## config.mk

```make
export PLATFORM = sky130hd
export DESIGN_NAME = pcbr_ram
export DESIGN_NICKNAME = d
export VERILOG_FILES = /design/src/rtl/core/pcbr_ram.sv
export SDC_FILE = /design/constraint.sdc
export NUM_CORES = 1
export LEC_CHECK = 0
export BUFFER_PORTS_ARGS = -buffer_cell sky130_fd_sc_hd__buf_2
export CORE_ASPECT_RATIO = 1.75
export CORE_UTILIZATION = 40
export DETAILED_ROUTE_END_ITERATION = 6
export PLACE_DENSITY = 0.55
export SLEW_MARGIN = 20
export SYNTH_ARGS = -nofsm -noshare
export SYNTH_HDL_FRONTEND = slang
export SYNTH_SLANG_ARGS = --single-unit
```

## constraint.sdc

```tcl
create_clock -name clk -period 1.8 [get_ports clk]
set_input_delay 0.09 -clock clk [delete_from_list [all_inputs] [get_ports clk]]
set_output_delay 0.09 -clock clk [all_outputs]
set_load 0.005 [all_outputs]
```

## src/rtl/core/pcbr_ram.sv

```systemverilog
// Generic single-port-write, single-read synchronous RAM with registered read.
// No dependencies.
module pcbr_ram #(
  parameter int WIDTH = 8,
  parameter int DEPTH = 16
) (
  input  logic                     clk,
  input  logic                     we,
  input  logic [$clog2(DEPTH)-1:0] waddr,
  input  logic [WIDTH-1:0]         wdata,
  input  logic [$clog2(DEPTH)-1:0] raddr,
  output logic [WIDTH-1:0]         rdata
);
  logic [WIDTH-1:0] mem [DEPTH];

  always_ff @(posedge clk) begin
    if (we) mem[waddr] <= wdata;
    rdata <= mem[raddr];
  end
endmodule

```

## After elaboration in Yosys (flattened, before gate mapping)

Memory sizes are Yosys's and may differ from the RTL's. A register that Yosys moved wholly into a read port is not among the register bits.
Cells that the tools add are included.

- Multiplexer cells: 2

Operator list:

| kind | count |
|---|---|
| $mux 1 | 2 |

- Register bits after elaboration: 0
- Memory bits (writable): 128
- Input bits: 18
- Output and inout bits: 8
- Word-level logic and storage cells: 3
- Memories kept: 1

Memories:

| name | depth | bits a word | read ports | clocked after Yosys merged registers in | write ports | RTL line | text |
|---|---|---|---|---|---|---|---|
| mem | 16 | 8 | 1 | 1 | 1 | 14 | `logic [WIDTH-1:0] mem [DEPTH];` |

## Longest topological paths before layout

Gate-level depths: netlist of run 1.

- Depth after elaboration: 2
- Depth in mapped cells: 5
- Depth with buffers taken out: 3

## Least setup slack after synthesis of run 1

No wires, ideal clock.

- Path kind: input -> register
- Start point: input waddr[2]
- End point: memory mem[0][0], enable pin
- Setup time: 0.383 ns
- Arrival time: 1.200 ns
- Required time: 1.417 ns
- Setup slack: 0.217 ns
- Stages: 2
- Path buffers: 0
- Cell sequence: or3b_2 nor3_1

RTL lines:

| element | RTL line | text |
|---|---|---|
| from (decl) | 9 | `input logic [$clog2(DEPTH)-1:0] waddr,` |
| to (decl) | 14 |  |

Straight into the memory's write port.

==> results of run 1 <==
-- report_power, final --
part	internal (W)	switching, W
clock	0.00201	0.00124
sequential	0.00354	0.0000202
combinational	0.000153	0.000186
total	0.00570	0.00145
-- synth_stat cells (all sizes together) --
library cell | instances | area, µm²
nand2b | 2 | 12.5
buf | 7 | 56.3
a22oi | 16 | 120
nor2b | 1 | 6.26
nor2 | 13 | 48.8
and2b | 1 | 7.51
and2 | 1 | 6.26
nand3 | 1 | 5.00
nor3 | 4 | 20.0
edfxtp | 128 | 3840
clkdlybuf4s25 | 3 | 30.0
nand2 | 9 | 33.8
or3b | 1 | 8.76
nand3b | 2 | 15.0
mux4 | 32 | 773
dfxtp | 8 | 160
-- stage by stage --
stage	hold slack, ns	total power [W]	area, µm²	std cells	setup WS (ns)
after floorplan	0.189	0.00380	5150	229	0.217
final	0.0666	0.00715	6210	474	0.458
after CTS	0.0582	0.00721	6210	474	0.421
after global placement	0.467	0.00397	5650	442	0.319
after detailed placement	0.469	0.00398	5650	442	0.323
after global routing	0.0616	0.00736	6210	474	0.403
-- flip-flops by register name (all words and copies together) (netlist names) --
register and count:
rdata 8, mem 128
-- worst paths after layout --
kind | cells after the start | to | slack, ns
worst max-delay path | 3 | rdata[2] | 0.46
worst min-delay path | 1 | mem[7][5] | 0.07
worst max register to register | 3 | rdata[2] | 0.46
worst min register to register | 3 | rdata[4] | 0.66
-- area by class of cell --
class / count / area [µm²]
Timing Repair Buffer: 55 / 375
Sequential cell: 136 / 4000
Clock buffer: 17 / 425
Clock inverter: 15 / 136
Multi-Input combinational cell: 83 / 1060
Fill cell: 1035 / 6290
Tap cell: 168 / 210
-- cells by family after synthesis --
| group | after synthesis | share of synthesized area (%) |
|---|---|---|
| muxes | 32 | 15.0 |
| AOI/OAI and AO/OA | 16 | 2.33 |
| DFF | 136 | 77.8 |
| buffers and inverters | 10 | 1.68 |
| and+or+nand+nor | 35 | 3.18 |
-- per-layer routing --
layer  share of wire, %  wire length [µm]  global-route usage, %  vias up
li1                   -                 -                      -     1103
met1                 39              4030                   19.3     1254
met2                 56              5750                   30.1       47
met3                2.5               257                   3.48       13
met4                1.9               193                   8.20        0
met5                  0                 0                      0        -
-- worst max-delay path, stage by stage, from the launching register on --
cell      delay, ns
edfxtp_1       0.37
mux4_1         0.51
a22oi_1        0.26
nand2_1        0.09
==> results.md, run 1 <==
- During placement, the flow inserted port buffers numbering 25.
- Setup total negative slack on the finished layout was measured at 0 ns.
- Clock-pin slew was measured on the worst setup and hold paths at 0.06 ns.
- The clock tree from TritonCTS is yes.
- The H-tree was split into 4 levels.
- The later pin in the worst-skew pair is clocked with a latency of 0.41 ns.
- The cell row count is 54.
- The repair_antennas step left the layout with diodes totalling 0.
- The worst slew slack as a fraction of its limit is 71.2%.
- The number of pins with negative max-slew slack in the final report is 0.
- After floorplanning, the core was sized to cover 12500 µm².
- The floorplan step defined a die boundary enclosing 13300 µm².
- The maximum buffer depth of the clock tree is 2.
- The number of hold buffers added after cts is 0.
- The sum of net half-perimeters after detailed placement is 6990 µm.
- Counting I/O delays and the setup requirement, the final critical path takes 1.34 ns.
- The warning count from the yosys run is 0.
- The aggregate routed wire length is 10200 µm.
- The number of nets in the layout is 311.
- Once detail routing completed, the nets flagged for antenna violations numbered 0.
- The flip-flop and latch count after synthesis is 136.
- Once the clock tree was built, the setup fixing pass inserted 0 buffers.
- Once the floorplan was initialized, standard cells occupied 41.2% of the core.
- The library cells used most frequently in the layout, excluding fill and tap cells, are 128 x edfxtp_1, 28 x buf_4, 25 x buf_2.
- The synthesized netlist net count is 247.
- The maximum clock frequency is 745 MHz.
- The most common cell after layout, fill and taps aside is edfxtp_1.
- In this run the worst hold path is classified as in -> reg.
- The via count of the first global-routing pass is 2680.
- The chip width is 87.8 µm.
- IR analysis of the VDD net gives a maximum drop of 0.576 mV.
- Across all layers, the routed design uses 2417 vias.
- The type of element launching the critical path is a flip-flop.
- Of all nets on the critical path, the largest fanout is 1.
- Cells fill 49.7% of the core in the end.
- The count of pins on the block boundary is 26.
- The setup skew after layout is 0.00389 ns.
- The total power density per cell area is 1150 nW/µm².
- STA puts the critical path data arrival time at 1.63 ns.
- The startpoint identified for the worst register-to-register timing path is mem[0][2].
- The number of detailed-routing iterations run before antenna repair is 4.
- At the end of routability-driven placement, the weighted congestion stood at 0.762.
- Setup repair after global routing left no endpoint under its margin.
- The residual DRC count is 0.
- The static leakage is 2.12 nW.
- The number of hold violations in the final report came to 0.
- The cell sitting at the root of the clock tree is a clkbuf_16.
- The number of gates resized after cts is 0.
- Entering global routing, the biggest net connects 18 pins.
- The final global-route overflow total is 0.
- The run finished with clean final reports.
- After technology mapping, the gate count stands at 229.
- For the pin with the worst max-slew slack, the measured transition is 0.431 ns.
- The first global-routing pass estimated 15500 µm of wire.
- Dividing the synthesized area by the synthesized cell count gives 22.5 µm².
- Buffers inserted during clock tree synthesis total 17.
- The required time reported for the critical path endpoint is 2.09 ns.
- The via-per-instance ratio is 5.10.
- The most critical setup path has its startpoint at mem[0][2].
- After the first detailed-routing iteration, the DRC count stood at 164.
- The origin of the worst min-delay path is wdata[5].
- In the final routed layout, each cell accounts on average for 21.6 µm.
- Across every metal layer, demand over resource in global routing totals 17.1%.
- After synthesis, flip-flops and latches occupy 77.8% of the total area.
- From synthesis to final layout, the design area changed by 20.6%.
- The synthesized netlist occupies a cell area of 5150 µm².
- Of the available clock period, the critical path in the final layout requires 74.5%.
- The tool flagged a number of max-cap violations equal to 0.
- The die height is 152 µm.
- The tree built by TritonCTS fans out to 136 sinks.
- The initial antenna violation count is 0.
- The critical path is of the reg -> reg type.
- The fraction of layout instances using a drive strength above 1 is 33.3%.
- The count of final setup violators is 0.
- The netlist uses 19 different library cells.
- The endpoint type of the worst setup path is a flip-flop.
(Power assumes the default switching activity.)
==> inputs of run 2 (changes only) <==
--- a/config.mk
+++ b/config.mk
@@ -9,7 +9,7 @@
 export CORE_ASPECT_RATIO = 1.75
 export CORE_UTILIZATION = 40
 export DETAILED_ROUTE_END_ITERATION = 6
-export PLACE_DENSITY = 0.55
+export PLACE_DENSITY = 0.57
 export SLEW_MARGIN = 20
 export SYNTH_ARGS = -nofsm -noshare
 export SYNTH_HDL_FRONTEND = slang
==> constraint.sdc (replaced) <==
create_clock -name clk -period 1.2 [get_ports clk]
set_input_delay 0.06 -clock clk [delete_from_list [all_inputs] [get_ports clk]]
set_output_delay 0.06 -clock clk [all_outputs]
set_load 0.005 [all_outputs]
==> run 2 against run 1 <==
  * The flow now finishes with violations (setup timing)
  * Sequential share of layout area shrank 1.1 points
  * Die area stayed put
  * Fmax is 7.1% higher
  * Register-to-register slack worse by 0.51 ns
  * Critical path type unchanged
==> results.md, run 2 (synthesis results as in run 1) <==
- The via count of the first global-routing pass is 2773 (+3.5%).
- The worst slew slack as a fraction of its limit is 38.9% (-32 points).
- The worst setup path is captured at a flip-flop.
- The sum of net half-perimeters after detailed placement is 7110 µm (+1.6%).
- The flow ran to the end, but the final reports show violations.
- The worst setup path is of the reg -> reg kind.
- The final instance area is 6320 µm² (+1.7%).
- The peak supply drop is 0.864 mV (+50%).
- The total CTS buffers is 17 (unchanged).
- The clock tree from TritonCTS is yes.
- In the layout the commonest cells are 128 x edfxtp_1, 32 x mux4_2, 31 x buf_4.
- The per-cell routed wire length was 21.5 µm (-0.47%).
- The core area is 12500 µm² (unchanged).
- The fraction of layout instances using a drive strength above 1 is 42.4% (+9.1 points).
- The cell area after placement is 5680 µm² (+0.66%).
- The fraction of the core area covered by cells at the end of the flow came to 50.5% (+0.86 points).
- The number of detailed-routing iterations run before antenna repair came to 5 (+1).
- The setup skew after layout was 0.00848 ns (+0.00459 ns).
- The synthesis-to-layout area growth is 22.7%.
- The detailed route wirelength on metal3 is 374 µm (+46%).
- The post-placement cell count is 445 (+0.68%).
- The die outline area came to 13300 µm² (unchanged).
- The worst endpoint data arrival time is 1.54 ns (-0.09 ns).
- The deepest level of the CTS H-tree is 4 (unchanged).
- The library cell used most frequently in the layout, excluding fill and tap cells, is edfxtp_1.
- The clock sink total is 136 (unchanged).
- The filler-free cell count of the finished design is 477 (+0.63%).
- The final global-route overflow total came to 0 (unchanged).
- Setup repair after global routing could not meet its margin everywhere.
- The total via count after detailed routing is 2449 (+1.3%).
- The count of input and output buffers is 25 (unchanged).
- The worst setup path is launched from a flip-flop.
- The register with the highest flop count is mem.
- The number of nets in the layout is 314 (+0.96%).
- The static leakage is 2.14 nW (+0.83%).
- The number of antenna cells inserted is 0 (unchanged).
- The final period utilization is 104% (+30 points).
- The residual DRC count came to 0 (unchanged).
- The number of hold violations in the final report was 0 (unchanged).
- The total of max-cap violations is 0 (unchanged).
- The cell row count is 54 (unchanged).
- The clock latency of the later-clocked register in the worst-skew pair is 0.41 ns (about the same).
- After detailed routing, no signal wire sits above met4.
- The total met2 wirelength after detailed routing is 6060 µm (+5.4%).
- The aggregate routed wire length is 10200 µm (+0.16%).
- The required time reported for the critical path endpoint is 1.49 ns (-0.60 ns).
- The global-route wire length before repair came to 15700 µm (+1.4%).
- The final weighted congestion in routability-driven placement is 0.753 (-1.1%).
- The number of routed nets with antenna violations is 0 (unchanged).
- The actual transition at the worst max-transition pin is 0.912 ns (+0.481 ns).
- The min-delay analysis places its worst path in the category in -> reg.
- The total power density per cell area is 1820 nW/µm² (+58%).
- The maximum clock frequency is 798 MHz (+7.1%).
- The buffer type at the clock tree root is clkbuf_16.
- The total track usage is 17.3% (+0.21 points).
- The initial antenna violation count came to 0 (unchanged).
- The count of final setup violators is 8 (+8).
- The number of flip-flops in the largest register is 128 (unchanged).
- The maximum number of pins on one net before global-route repair is 17 (-1).
- The violation count after the first detailed-route iteration is 143 (-13%).
- The top fanout value on the critical path is 1 (unchanged).
- The chip width was 87.8 µm (unchanged).
- The die height is 152 µm (unchanged).
- The via-per-instance ratio is 5.13 (+0.69%).
- The maximum buffer depth of the clock tree is 2 (unchanged).
- The wire length the detailed router placed on met1 is 3670 µm (-9.0%).
- The layout filler cell count is 1023 (-1.2%).
- The checks that failed: setup timing.
- The starting utilization of the core area is 41.2% (unchanged).
- The count of pins on the block boundary came to 26 (unchanged).
- The post-route minimum period is 1.25 ns (-0.0888 ns).
- The worst-case setup margin in the final layout is -0.0529 ns (-0.511 ns).
- The number of hold buffers added after cts is 0 (unchanged).
- The largest registers in the layout are mem: 128 flops, rdata: 8 flops.
- The number of pins with negative max-slew slack in the final report is 0 (unchanged).
- The clock input transition at the sequential cells of the worst setup and hold paths is 0.06 ns (about the same).
- The post-CTS setup buffer count was 0 (unchanged).
[run 2: path summary, 6_finish.rpt]
check                                 from         to  slack (ns)  depth (start not counted)
worst max-delay path             mem[0][0]   rdata[0]       -0.05                          3
worst min-delay path              wdata[3]  mem[7][3]        0.04                          1
worst max register to register   mem[0][0]   rdata[0]       -0.05                          3
worst min register to register  mem[10][4]   rdata[4]        0.69                          3
[run 2: what timing repair did]
action,4_1_cts,5_1_grt
gates resized for setup,19,1
endpoints found under the setup margin,8,8
pin swaps,6,3
endpoints found under the hold margin,0,0
[run 2: worst max-delay path, stage by stage, from the launching register on]
cell and delay (ns):
edfxtp_1 0.37, mux4_2 0.47, a22oi_1 0.19, nand2_1 0.09
[run 2: area by class of cell]
cell class	count	area, µm²	area share (%)
tap	168	210	3.33
sequential	136	4000	63.4
clock buffer	20	457	7.23
multi-input combinational	83	1050	16.6
timing repair buffer	58	398	6.30
clock inverter	12	198	3.13
[run 2: per-stage QoR]
step	power [W]	setup TNS [ns]	setup slack [ns]	hold WS [ns]
after detailed placement	0.00597	-5.88	-0.248	0.452
after global placement	0.00596	-5.04	-0.266	0.448
after CTS	0.0116	-0.323	-0.0601	0.0177
after global routing	0.0118	-0.729	-0.116	0.0295
after floorplan	0.00571	-3.90	-0.126	0.159
final	0.0115	-0.267	-0.0529	0.0372
[run 2: power by group]
part	total, W	internal (W)	switching, W
Sequential	0.00535	0.00531	0.0000335
Clock	0.00562	0.00379	0.00183
Combinational	0.000540	0.000246	0.000294
[run 2: metal layers]
layer | global-route usage [%] | vias to the layer above
met5 | 0 | -
met4 | 9.60 | 0
met3 | 4.13 | 6
met2 | 30.2 | 57
met1 | 18.8 | 1293
li1 | - | 1093
